## config.mk

```make
export PLATFORM = sky130hd
export DESIGN_NAME = register_alu_branch_execute_top
export DESIGN_NICKNAME = d
export VERILOG_FILES = /design/src/design/rabe_pkg.sv /design/src/design/rabe_regfile.sv /design/src/design/rabe_div.sv /design/src/design/rabe_alu.sv /design/src/design/register_alu_branch_execute_top.sv
export VERILOG_INCLUDE_DIRS = /design/src /design/src/design
export SDC_FILE = /design/constraint.sdc
export NUM_CORES = 2
export LEC_CHECK = 0
export ABC_CLOCK_PERIOD_IN_PS = 12700
export BUFFER_PORTS_ARGS = -buffer_cell sky130_fd_sc_hd__buf_2
export CORE_MARGIN = 2
export CORE_UTILIZATION = 40
export DETAILED_ROUTE_END_ITERATION = 8
export PLACE_DENSITY = 0.56
export SETUP_SLACK_MARGIN = 0.3
export SYNTH_ARGS = -nofsm -noshare
export SYNTH_HDL_FRONTEND = slang
export SYNTH_HIERARCHICAL = 1
export SYNTH_SLANG_ARGS = --single-unit
```

## constraint.sdc

```tcl
create_clock -name clk -period 12.7 [get_ports clk]
set_input_delay 1.905 -clock clk [delete_from_list [all_inputs] [get_ports clk]]
set_output_delay 1.905 -clock clk [all_outputs]
set_load 0.01 [all_outputs]
```

## src/design/register_alu_branch_execute_top_assert.svh

```systemverilog
// ----------------------------------------------------------------------------
// Register ALU branch execute assertion macros
// Shared property templates for the concurrent checks of the execute block.
// ----------------------------------------------------------------------------
`ifndef REGISTER_ALU_BRANCH_EXECUTE_TOP_ASSERT_SVH
`define REGISTER_ALU_BRANCH_EXECUTE_TOP_ASSERT_SVH

// Same-cycle implication, checked outside reset.
`define RABE_ASSERT_IMP(label, clk_s, rst_s, ante, cons, msg) \
  label: assert property (@(posedge clk_s) disable iff (!rst_s) (ante) |-> (cons)) \
    else $error(msg);

// Next-cycle implication, checked outside reset.
`define RABE_ASSERT_NXT(label, clk_s, rst_s, ante, cons, msg) \
  label: assert property (@(posedge clk_s) disable iff (!rst_s) (ante) |=> (cons)) \
    else $error(msg);

`endif

```

## src/design/rabe_pkg.sv

```systemverilog
// ----------------------------------------------------------------------------
// Register ALU branch execute package
// Word types, opcodes and shared widths of the execute block.
// ----------------------------------------------------------------------------
`default_nettype none

package rabe_pkg;

  localparam int DATA_W    = 32;
  localparam int OP_W      = 5;
  localparam int REG_IDX_W = 4;
  localparam int TGT_W     = 10;
  localparam int NPC_W     = 10;
  localparam int DIV_CNT_W = $clog2(DATA_W);
  localparam int RECIP_SH  = 20;
  localparam int TPROD_W   = 27;
  localparam int TQ_W      = 6;
  localparam int TREM_W    = 17;

  localparam logic [OP_W-1:0] OP_ADD  = 5'd0;
  localparam logic [OP_W-1:0] OP_SUB  = 5'd1;
  localparam logic [OP_W-1:0] OP_MUL  = 5'd2;
  localparam logic [OP_W-1:0] OP_DIV  = 5'd3;
  localparam logic [OP_W-1:0] OP_AND  = 5'd4;
  localparam logic [OP_W-1:0] OP_OR   = 5'd5;
  localparam logic [OP_W-1:0] OP_XOR  = 5'd6;
  localparam logic [OP_W-1:0] OP_SHR  = 5'd7;
  localparam logic [OP_W-1:0] OP_SHL  = 5'd8;
  localparam logic [OP_W-1:0] OP_MOV  = 5'd9;
  localparam logic [OP_W-1:0] OP_CMP  = 5'd10;
  localparam logic [OP_W-1:0] OP_INC  = 5'd11;
  localparam logic [OP_W-1:0] OP_DEC  = 5'd12;
  localparam logic [OP_W-1:0] OP_READ = 5'd13;
  localparam logic [OP_W-1:0] OP_JMP  = 5'd14;
  localparam logic [OP_W-1:0] OP_JZ   = 5'd15;
  localparam logic [OP_W-1:0] OP_JL   = 5'd16;
  localparam logic [OP_W-1:0] OP_JLE  = 5'd17;
  localparam logic [OP_W-1:0] OP_JE   = 5'd18;
  localparam logic [OP_W-1:0] OP_JG   = 5'd19;
  localparam logic [OP_W-1:0] OP_JGE  = 5'd20;

  typedef struct packed {
    logic [OP_W-1:0]        op;
    logic [REG_IDX_W-1:0]   dest_reg;
    logic                   src_is_imm;
    logic [REG_IDX_W-1:0]   src_reg;
    logic signed [DATA_W-1:0] imm;
    logic [TGT_W-1:0]       target;
  } in_t;

  typedef struct packed {
    logic [NPC_W-1:0]       next_pc;
    logic signed [DATA_W-1:0] value;
    logic                   error;
    logic                   flag_zero;
    logic                   flag_equal;
    logic                   flag_low;
    logic                   flag_great;
  } out_t;

  typedef struct packed {
    logic zero;
    logic equal;
    logic low;
    logic great;
  } flags_t;

  typedef struct packed {
    logic [DATA_W-1:0] value;
    logic              wr;
    logic              jump;
    logic              is_div;
    logic              div_zero;
    flags_t            flags;
  } alu_res_t;

endpackage

`default_nettype wire

```

## src/design/rabe_regfile.sv

```systemverilog
// ----------------------------------------------------------------------------
// Register file
// Synchronous memory with two registered read ports, one write port and a
// valid bit per entry so that entries not yet written read as zero.
// ----------------------------------------------------------------------------
`default_nettype none

module rabe_regfile #(
  parameter int NUM_REGS = 10,
  parameter int AW       = 4
) (
  input  wire logic                          clk,
  input  wire logic                          rst_n,
  input  wire logic                          rd_en,
  input  wire logic [AW-1:0]                 rd_addr_a,
  input  wire logic [AW-1:0]                 rd_addr_b,
  output logic      [rabe_pkg::DATA_W-1:0]   rd_data_a,
  output logic      [rabe_pkg::DATA_W-1:0]   rd_data_b,
  input  wire logic                          wr_en,
  input  wire logic [AW-1:0]                 wr_addr,
  input  wire logic [rabe_pkg::DATA_W-1:0]   wr_data
);
  import rabe_pkg::*;

  logic [DATA_W-1:0]   mem [NUM_REGS];
  logic [NUM_REGS-1:0] vld_r;
  logic [DATA_W-1:0]   q_a_r;
  logic [DATA_W-1:0]   q_b_r;
  logic                va_r;
  logic                vb_r;

  always_ff @(posedge clk) begin
    if (wr_en) begin
      mem[wr_addr] <= wr_data;
    end
    if (rd_en) begin
      q_a_r <= mem[rd_addr_a];
      q_b_r <= mem[rd_addr_b];
    end
  end

  always_ff @(posedge clk) begin
    if (!rst_n) begin
      vld_r <= '0;
      va_r  <= 1'b0;
      vb_r  <= 1'b0;
    end else begin
      if (wr_en) begin
        vld_r[wr_addr] <= 1'b1;
      end
      if (rd_en) begin
        va_r <= vld_r[rd_addr_a];
        vb_r <= vld_r[rd_addr_b];
      end
    end
  end

  assign rd_data_a = va_r ? q_a_r : '0;
  assign rd_data_b = vb_r ? q_b_r : '0;

endmodule

`default_nettype wire

```

## src/design/rabe_div.sv

```systemverilog
// ----------------------------------------------------------------------------
// Iterative divider
// Signed division truncating toward zero, one quotient bit per cycle on the
// operand magnitudes, with the sign applied at the end.
// ----------------------------------------------------------------------------
`default_nettype none

module rabe_div (
  input  wire logic                        clk,
  input  wire logic                        rst_n,
  input  wire logic                        start,
  input  wire logic [rabe_pkg::DATA_W-1:0] dividend,
  input  wire logic [rabe_pkg::DATA_W-1:0] divisor,
  output logic                             done,
  output logic      [rabe_pkg::DATA_W-1:0] quotient
);
  import rabe_pkg::*;

  logic                 busy_r;
  logic                 done_r;
  logic                 neg_r;
  logic [DIV_CNT_W-1:0] cnt_r;
  logic [DATA_W-1:0]    rem_r;
  logic [DATA_W-1:0]    quo_r;
  logic [DATA_W-1:0]    den_r;
  logic [DATA_W-1:0]    mag_a;
  logic [DATA_W-1:0]    mag_b;
  logic [DATA_W:0]      shf;
  logic [DATA_W:0]      dif;
  logic                 fits;

  assign mag_a = dividend[DATA_W-1] ? ('0 - dividend) : dividend;
  assign mag_b = divisor[DATA_W-1] ? ('0 - divisor) : divisor;
  assign shf   = {rem_r, quo_r[DATA_W-1]};
  assign dif   = shf - {1'b0, den_r};
  assign fits  = (shf >= {1'b0, den_r});

  always_ff @(posedge clk) begin
    if (!rst_n) begin
      busy_r <= 1'b0;
      done_r <= 1'b0;
      cnt_r  <= '0;
    end else begin
      done_r <= 1'b0;
      if (start) begin
        busy_r <= 1'b1;
        cnt_r  <= '0;
      end else if (busy_r) begin
        cnt_r <= cnt_r + 1'b1;
        if (cnt_r == '1) begin
          busy_r <= 1'b0;
          done_r <= 1'b1;
        end
      end
    end
  end

  always_ff @(posedge clk) begin
    if (start) begin
      rem_r <= '0;
      quo_r <= mag_a;
      den_r <= mag_b;
      neg_r <= dividend[DATA_W-1] ^ divisor[DATA_W-1];
    end else if (busy_r) begin
      rem_r <= fits ? dif[DATA_W-1:0] : shf[DATA_W-1:0];
      quo_r <= {quo_r[DATA_W-2:0], fits};
    end
  end

  assign done     = done_r;
  assign quotient = neg_r ? ('0 - quo_r) : quo_r;

endmodule

`default_nettype wire

```

## src/design/rabe_alu.sv

```systemverilog
// ----------------------------------------------------------------------------
// Execute ALU
// Decodes one instruction and gives its result (not a quotient), write enable,
// new compare flags and branch decision from the operands and current flags.
// ----------------------------------------------------------------------------
`default_nettype none

module rabe_alu (
  input  wire logic [rabe_pkg::OP_W-1:0]   op,
  input  wire logic [rabe_pkg::DATA_W-1:0] op_a,
  input  wire logic [rabe_pkg::DATA_W-1:0] op_b,
  input  wire rabe_pkg::flags_t            flags_in,
  output rabe_pkg::alu_res_t               res
);
  import rabe_pkg::*;

  logic [DATA_W-1:0] mul_lo;
  logic [4:0]        shamt;

  assign mul_lo = op_a * op_b;
  assign shamt  = op_b[4:0];

  always_comb begin
    res          = '0;
    res.flags    = flags_in;
    case (op)
      OP_ADD: begin
        res.value = op_a + op_b;
        res.wr    = 1'b1;
      end
      OP_SUB: begin
        res.value = op_a - op_b;
        res.wr    = 1'b1;
      end
      OP_MUL: begin
        res.value = mul_lo;
        res.wr    = 1'b1;
      end
      OP_DIV: begin
        if (op_b == '0) begin
          res.div_zero = 1'b1;
        end else begin
          res.is_div = 1'b1;
          res.wr     = 1'b1;
        end
      end
      OP_AND: begin
        res.value = op_a & op_b;
        res.wr    = 1'b1;
      end
      OP_OR: begin
        res.value = op_a | op_b;
        res.wr    = 1'b1;
      end
      OP_XOR: begin
        res.value = op_a ^ op_b;
        res.wr    = 1'b1;
      end
      OP_SHR: begin
        res.value = $unsigned($signed(op_a) >>> shamt);
        res.wr    = 1'b1;
      end
      OP_SHL: begin
        res.value = op_a << shamt;
        res.wr    = 1'b1;
      end
      OP_MOV: begin
        res.value = op_b;
        res.wr    = 1'b1;
      end
      OP_CMP: begin
        res.flags.zero  = (op_a == '0);
        res.flags.equal = (op_a == op_b);
        res.flags.low   = ($signed(op_a) < $signed(op_b));
        res.flags.great = ($signed(op_a) > $signed(op_b));
      end
      OP_INC: begin
        res.value = op_a + 1'b1;
        res.wr    = 1'b1;
      end
      OP_DEC: begin
        res.value = op_a - 1'b1;
        res.wr    = 1'b1;
      end
      OP_READ: res.value = op_a;
      OP_JMP:  res.jump  = 1'b1;
      OP_JZ:   res.jump  = flags_in.zero;
      OP_JL:   res.jump  = flags_in.low;
      OP_JLE:  res.jump  = flags_in.low | flags_in.equal;
      OP_JE:   res.jump  = flags_in.equal;
      OP_JG:   res.jump  = flags_in.great;
      OP_JGE:  res.jump  = flags_in.great | flags_in.equal;
      default: res.value = '0;
    endcase
  end

endmodule

`default_nettype wire

```

## src/design/register_alu_branch_execute_top.sv

```systemverilog
// ----------------------------------------------------------------------------
// Register ALU branch execute block
// Executes one register machine instruction per input word against a
// register file memory, a program counter and four compare flags.
// ----------------------------------------------------------------------------
// Channel  Handshake               Word
// in       in_valid / in_ready     rabe_pkg::in_t, one instruction
// out      out_valid / out_ready   rabe_pkg::out_t, one result per instruction
//
// An instruction passes from acceptance to the next acceptance through read
// of the register file memory, execute, write back. A division with a nonzero
// divisor runs the one-bit-per-cycle divider in a divide state before write back.
// Reset clears the control state, the counter, the flags and the register
// valid bits at once. A result word waiting on out_ready holds write back.
// ----------------------------------------------------------------------------
`default_nettype none

`include "register_alu_branch_execute_top_assert.svh"

module register_alu_branch_execute_top #(
  parameter int NUM_REGS      = 10,
  parameter int PROGRAM_LINES = 1024
) (
  input  wire logic           clk,
  input  wire logic           rst_n,
  input  wire logic           in_valid,
  output logic                in_ready,
  input  wire rabe_pkg::in_t  in_data,
  output logic                out_valid,
  input  wire logic           out_ready,
  output rabe_pkg::out_t      out_data
);
  import rabe_pkg::*;

  localparam int RA_W  = (NUM_REGS > 2) ? $clog2(NUM_REGS) : 1;
  localparam int IX_W  = (RA_W > REG_IDX_W) ? RA_W : REG_IDX_W;
  localparam int PC_W  = $clog2(PROGRAM_LINES);
  localparam int RECIP = (1 << RECIP_SH) / PROGRAM_LINES;

  localparam logic [1:0] S_IDLE = 2'd0;
  localparam logic [1:0] S_EXEC = 2'd1;
  localparam logic [1:0] S_DIV  = 2'd2;
  localparam logic [1:0] S_WB   = 2'd3;

  logic [1:0]        state_r;
  logic [1:0]        state_nxt;
  in_t               in_r;
  logic [PC_W-1:0]   pc_r;
  logic [PC_W-1:0]   pc_nxt;
  logic [PC_W-1:0]   pc_inc;
  flags_t            flags_r;
  flags_t            flg_r;
  logic [DATA_W-1:0] val_r;
  logic              wr_r;
  logic              jump_r;
  logic              err_r;
  logic [PC_W-1:0]   tgt_r;
  logic [TQ_W-1:0]   tq_r;
  logic              out_valid_r;
  out_t              out_data_r;

  logic              in_acc;
  logic              wb_commit;
  logic [IX_W-1:0]   ix_a;
  logic [IX_W-1:0]   ix_b;
  logic [IX_W-1:0]   ix_w;
  logic              dst_ok;
  logic              src_ok;
  logic [DATA_W-1:0] rf_a;
  logic [DATA_W-1:0] rf_b;
  logic [DATA_W-1:0] op_a;
  logic [DATA_W-1:0] op_b;
  alu_res_t          alu_res;
  logic              div_start;
  logic              div_done;
  logic [DATA_W-1:0] div_q;
  logic              rf_wr_en;
  logic [TPROD_W-1:0] tprod;
  logic [TREM_W-1:0] trem;
  logic [TREM_W-1:0] trem_fix;

  assign in_ready  = (state_r == S_IDLE);
  assign in_acc    = in_valid && in_ready;
  assign wb_commit = (state_r == S_WB) && (!out_valid_r || out_ready);

  assign ix_a = IX_W'(in_data.dest_reg);
  assign ix_b = IX_W'(in_data.src_reg);
  assign ix_w = IX_W'(in_r.dest_reg);

  assign dst_ok = (32'(in_r.dest_reg) < NUM_REGS);
  assign src_ok = (32'(in_r.src_reg) < NUM_REGS);

  assign rf_wr_en = wb_commit && wr_r && dst_ok;

  rabe_regfile #(
    .NUM_REGS (NUM_REGS),
    .AW       (RA_W)
  ) u_regfile (
    .clk       (clk),
    .rst_n     (rst_n),
    .rd_en     (in_acc),
    .rd_addr_a (ix_a[RA_W-1:0]),
    .rd_addr_b (ix_b[RA_W-1:0]),
    .rd_data_a (rf_a),
    .rd_data_b (rf_b),
    .wr_en     (rf_wr_en),
    .wr_addr   (ix_w[RA_W-1:0]),
    .wr_data   (val_r)
  );

  assign op_a = dst_ok ? rf_a : '0;
  assign op_b = in_r.src_is_imm ? in_r.imm : (src_ok ? rf_b : '0);

  rabe_alu u_alu (
    .op       (in_r.op),
    .op_a     (op_a),
    .op_b     (op_b),
    .flags_in (flags_r),
    .res      (alu_res)
  );

  assign div_start = (state_r == S_EXEC) && alu_res.is_div;

  rabe_div u_div (
    .clk      (clk),
    .rst_n    (rst_n),
    .start    (div_start),
    .dividend (op_a),
    .divisor  (op_b),
    .done     (div_done),
    .quotient (div_q)
  );

  // The jump target is reduced modulo the program length by a reciprocal
  // estimate taken at acceptance and one correcting subtract at execute.
  assign tprod    = TPROD_W'(in_data.target) * TPROD_W'(RECIP);
  assign trem     = TREM_W'(in_r.target) - TREM_W'(tq_r) * TREM_W'(PROGRAM_LINES);
  assign trem_fix = (trem >= TREM_W'(PROGRAM_LINES)) ? (trem - TREM_W'(PROGRAM_LINES)) : trem;

  assign pc_inc = (pc_r == PC_W'(PROGRAM_LINES - 1)) ? '0 : (pc_r + 1'b1);
  assign pc_nxt = err_r ? pc_r : (jump_r ? tgt_r : pc_inc);

  always_comb begin
    state_nxt = state_r;
    case (state_r)
      S_IDLE: begin
        if (in_acc) begin
          state_nxt = S_EXEC;
        end
      end
      S_EXEC: begin
        state_nxt = alu_res.is_div ? S_DIV : S_WB;
      end
      S_DIV: begin
        if (div_done) begin
          state_nxt = S_WB;
        end
      end
      S_WB: begin
        if (wb_commit) begin
          state_nxt = S_IDLE;
        end
      end
      default: state_nxt = S_IDLE;
    endcase
  end

  always_ff @(posedge clk) begin
    if (!rst_n) begin
      state_r     <= S_IDLE;
      pc_r        <= '0;
      flags_r     <= '0;
      out_valid_r <= 1'b0;
    end else begin
      state_r <= state_nxt;
      if (wb_commit) begin
        pc_r        <= pc_nxt;
        flags_r     <= flg_r;
        out_valid_r <= 1'b1;
      end else if (out_ready) begin
        out_valid_r <= 1'b0;
      end
    end
  end

  always_ff @(posedge clk) begin
    if (in_acc) begin
      in_r <= in_data;
      tq_r <= tprod[RECIP_SH+TQ_W-1:RECIP_SH];
    end
    if (state_r == S_EXEC) begin
      val_r  <= alu_res.value;
      wr_r   <= alu_res.wr;
      jump_r <= alu_res.jump;
      err_r  <= alu_res.div_zero;
      flg_r  <= alu_res.flags;
      tgt_r  <= PC_W'(trem_fix);
    end
    if ((state_r == S_DIV) && div_done) begin
      val_r <= div_q;
    end
    if (wb_commit) begin
      out_data_r.next_pc     <= NPC_W'(pc_nxt);
      out_data_r.value       <= val_r;
      out_data_r.error       <= err_r;
      out_data_r.flag_zero   <= flg_r.zero;
      out_data_r.flag_equal  <= flg_r.equal;
      out_data_r.flag_low    <= flg_r.low;
      out_data_r.flag_great  <= flg_r.great;
    end
  end

  assign out_valid = out_valid_r;
  assign out_data  = out_data_r;

  `RABE_ASSERT_NXT(a_commit_presents, clk, rst_n, wb_commit, out_valid_r, "committed result not presented")
  `RABE_ASSERT_IMP(a_div_done_in_div, clk, rst_n, div_done, state_r == S_DIV, "divider finished outside divide state")
  `RABE_ASSERT_NXT(a_error_holds_pc, clk, rst_n, wb_commit && err_r, pc_r == $past(pc_r), "division by zero moved the counter")

endmodule

`default_nettype wire

```

==> flow_metrics.tcl <==
set metrics [dict create \
    drv_cap 1 \
    cts_max_level 3 \
    synth_nets 6309 \
    pwr_density_cell_nw_per_um2 131 \
    drive_gt1_share_pct 11.8 \
    cp_slowest_stage_delay_ps 1010 \
    setup.worst_path.class "flop to flop" \
    layout_commonest_cell "nor2_1" \
    routabilityCongestion 1.05 \
    tns_ps 0 \
    io_buffers 108 \
    r2r_end "val_r[31]$_DFFE_PP_" \
    areaGrowthSynthToFinish_pct 9.43 \
    syn_area_um2 57000 \
    cp_common_cell "fa_1" \
    synth.avg_cell_area_um2 10.3 \
    clk_pin_slew_worst_paths_ps 70 \
    routedWlPerCell_um 29.3 \
    violations "capacitance limit" \
    cts_inserted_buffers 76 \
    ff2ff_setup_slack_ps 2570 \
    die-area_um2 145000 \
    path_max_fanout 18 \
    synthAdderAreaFrac_pct 20.9 \
    ys_seq_area_share_pct 34.0 \
    rows 138 \
    hold_buffers 0 \
    r2r_cells 28 \
    top_register "u_regfile/mem" \
    vias_per_cell 6.04 \
    crit_family "adder cells" \
    total_leakage_power_uw 0.0246 \
    arrival_ps 10590 \
    synth_xor_area_share_pct 4.13 \
    final_antenna_net_count 0 \
    hp-class "flop to flop" \
    core_area_um2 141000 \
    rsz0062_at_grt "false" \
    clockBufferDepth 3 \
    die_h_um 381 \
    grt_usage_pct 29.8 \
    slew_headroom_pct 0.870 \
    vdd_ir_drop_max_mv 0.107 \
    cp.buffers_inverters 7 \
    dpl.hpwl_um 156000 \
    holdPathStages 0 \
    grt_overflow 0 \
    grt_pass1_wl_um 317000 \
    finalCriticalPeriod_ps 10130 \
    ys_warn_count 6 \
    ys_async_sr_fraction_pct 0 \
    worstSetupStartpointType "flop" \
    io-pin-count 109 \
    drt_iter0_markers 5533 \
    required_ps 13160 \
    vias 45300 \
    slowest_stage "o21ai_2" \
    report.final.slew_viol_count 0 \
    finalNetCount 6313 \
    mostFrequentLayoutCells "nor2_1, edfxtp_1, inv_1, nand2_1, fa_1" \
    grt_start_max_net_pins 75 \
    ys_types 103 \
    finalCritPeriodShare_pct 79.8 \
    yosys.area_share.simple_pct 13.2 \
    synth_flop_cell "edfxtp_1" \
    worst_slew_pin_slew_ps 1470 \
    largest_reg_flops 320 \
    die_x_um 381 \
    wl_um 220000 \
    cts_root_buffer "clkbuf_16" \
    clk_latency_ps 700 \
    clock_skew_ps 60.7 \
    setup_viol_count_final 0 \
    cts_resized 0 \
    max_freq_mhz 98.7 \
    cts_sinks 668 \
    hold_viol 0 \
    ys_seq_elements 668 \
    synth_compound_area_share_pct 12.4 \
    synth_edf_count 600 \
    cts_tree "yes" \
    start_util_pct 40.3 \
    crit_path_end_kind "flop" \
    synth_top_family_by_area "adder cells" \
    hold_end "tgt_r[5]$_DFFE_PN_" \
    fin_util_pct 44.1 \
    cts_setup_buffers 0 \
    netlist_instances 5544 \
    antenna_found_initial 21 \
    r2r_start "ix_w[1]$_DFFE_PP_" \
    hold_start "in_r[5]$_DFFE_PP_" \
    grt_pass1_vias 44800 \
    dr.pass1.iters 6 \
    drc 0 \
    run_status "finished with violations" \
    muxShareOfSynthArea_pct 8.80 \
]
routing by layer:
layer / up-vias / part of all wire (%) / global-route usage, %
met2: 2386 / 45 / 46.2
li1: 19400 / - / -
met1: 22900 / 41 / 39.9
met3: 532 / 8.6 / 5.52
met4: 16 / 5.9 / 15.4
met5: - / 0.049 / 0
synth_stat cells (19+ instances only):
cell type	number	area, um2
nand2b_1	101	632
o31ai_1	40	300
clkbuf_1	250	938
o21ai_0	206	1030
nand2_1	492	1850
nor4_1	32	200
or4_1	19	143
buf_2	22	110
o21a_1	25	188
xor2_1	64	561
a22o_1	35	307
a31oi_1	21	131
o211ai_1	96	721
inv_1	588	2210
a21o_1	43	323
and2_1	110	688
and3_1	20	125
nor2b_1	33	206
a21oi_1	207	1040
or3_1	32	200
a311oi_1	24	210
nor3_1	61	305
nor2_1	626	2350
nand3_1	40	200
a221oi_1	43	377
mux2i_1	68	681
edfxtp_1	600	18000
mux2_2	47	529
ha_1	294	3680
buf_1	40	150
xnor2_1	205	1800
mux4_2	169	3810
dfxtp_1	68	1360
o21bai_1	25	188
fa_1	411	8230
a22oi_1	72	541
a211oi_1	29	218
how the worst max path moves through the flow:
stage / from / endpoint / slack, ps / cells after the start
2_1_floorplan: in_r[46]$_DFFE_PP_ / val_r[30]$_DFFE_PP_ / 3700 / 34
3_3_place_gp: ix_w[1]$_DFFE_PP_ / val_r[30]$_DFFE_PP_ / 2720 / 28
3_5_place_dp: ix_w[1]$_DFFE_PP_ / val_r[31]$_DFFE_PP_ / 2740 / 28
4_1_cts: ix_w[1]$_DFFE_PP_ / val_r[31]$_DFFE_PP_ / 2740 / 28
5_1_grt: in_r[46]$_DFFE_PP_ / val_r[31]$_DFFE_PP_ / 2240 / 31
6_report: ix_w[1]$_DFFE_PP_ / val_r[31]$_DFFE_PP_ / 2570 / 28
cell families (layout without fill, tap and decap cells):
logic type,after synthesis,after routing
other cells,0,6
compound gates,1031,1031
mux,284,284
simple gates,1643,1643
xor+xnor,269,269
fa+ha+maj,705,705
flops,668,668
buf+inv,944,1011
power by group:
part | switching, uW | internal [uW]
Clock | 977 | 1290
Sequential | 267 | 2780
Combinational | 1980 | 889
stage by stage:
stage | power [uW] | std cells | worst slack [ps] | hold WS, ps | area (um2)
4_1_cts | 8160 | 7499 | 2740 | 425 | 62300
2_1_floorplan | 4740 | 5544 | 3700 | 400 | 57000
5_1_grt | 8500 | 7501 | 2240 | 434 | 62300
3_5_place_dp | 5860 | 7358 | 2740 | 416 | 59700
3_3_place_gp | 5870 | 7358 | 2720 | 407 | 59700
6_report | 8190 | 7507 | 2570 | 424 | 62400
area by class of cell:
cell class | instances | area [um2]
fillers | 13400 | 79100
clock inverters | 46 | 559
well taps | 1890 | 2360
inverters | 609 | 2290
diodes | 6 | 15.0
repair buffers | 261 | 1740
clock buffers | 95 | 2010
flip-flops and latches | 668 | 19400
multi-input cells | 3932 | 34000
worst reg2reg max path, delay by kind of cell, from the launching register on:
family / cells / cell delay [ps]
XOR/XNOR: 1 / 180
adder cells (fa/ha/maj): 9 / 4470
multiplexers: 1 / 280
AO/OA/AOI/OAI: 5 / 2200
buffers and inverters: 7 / 920
flip-flops: 1 / 490
AND/OR/NAND/NOR: 5 / 1360
No activity file was read; power rests on OpenSTA's default activity.
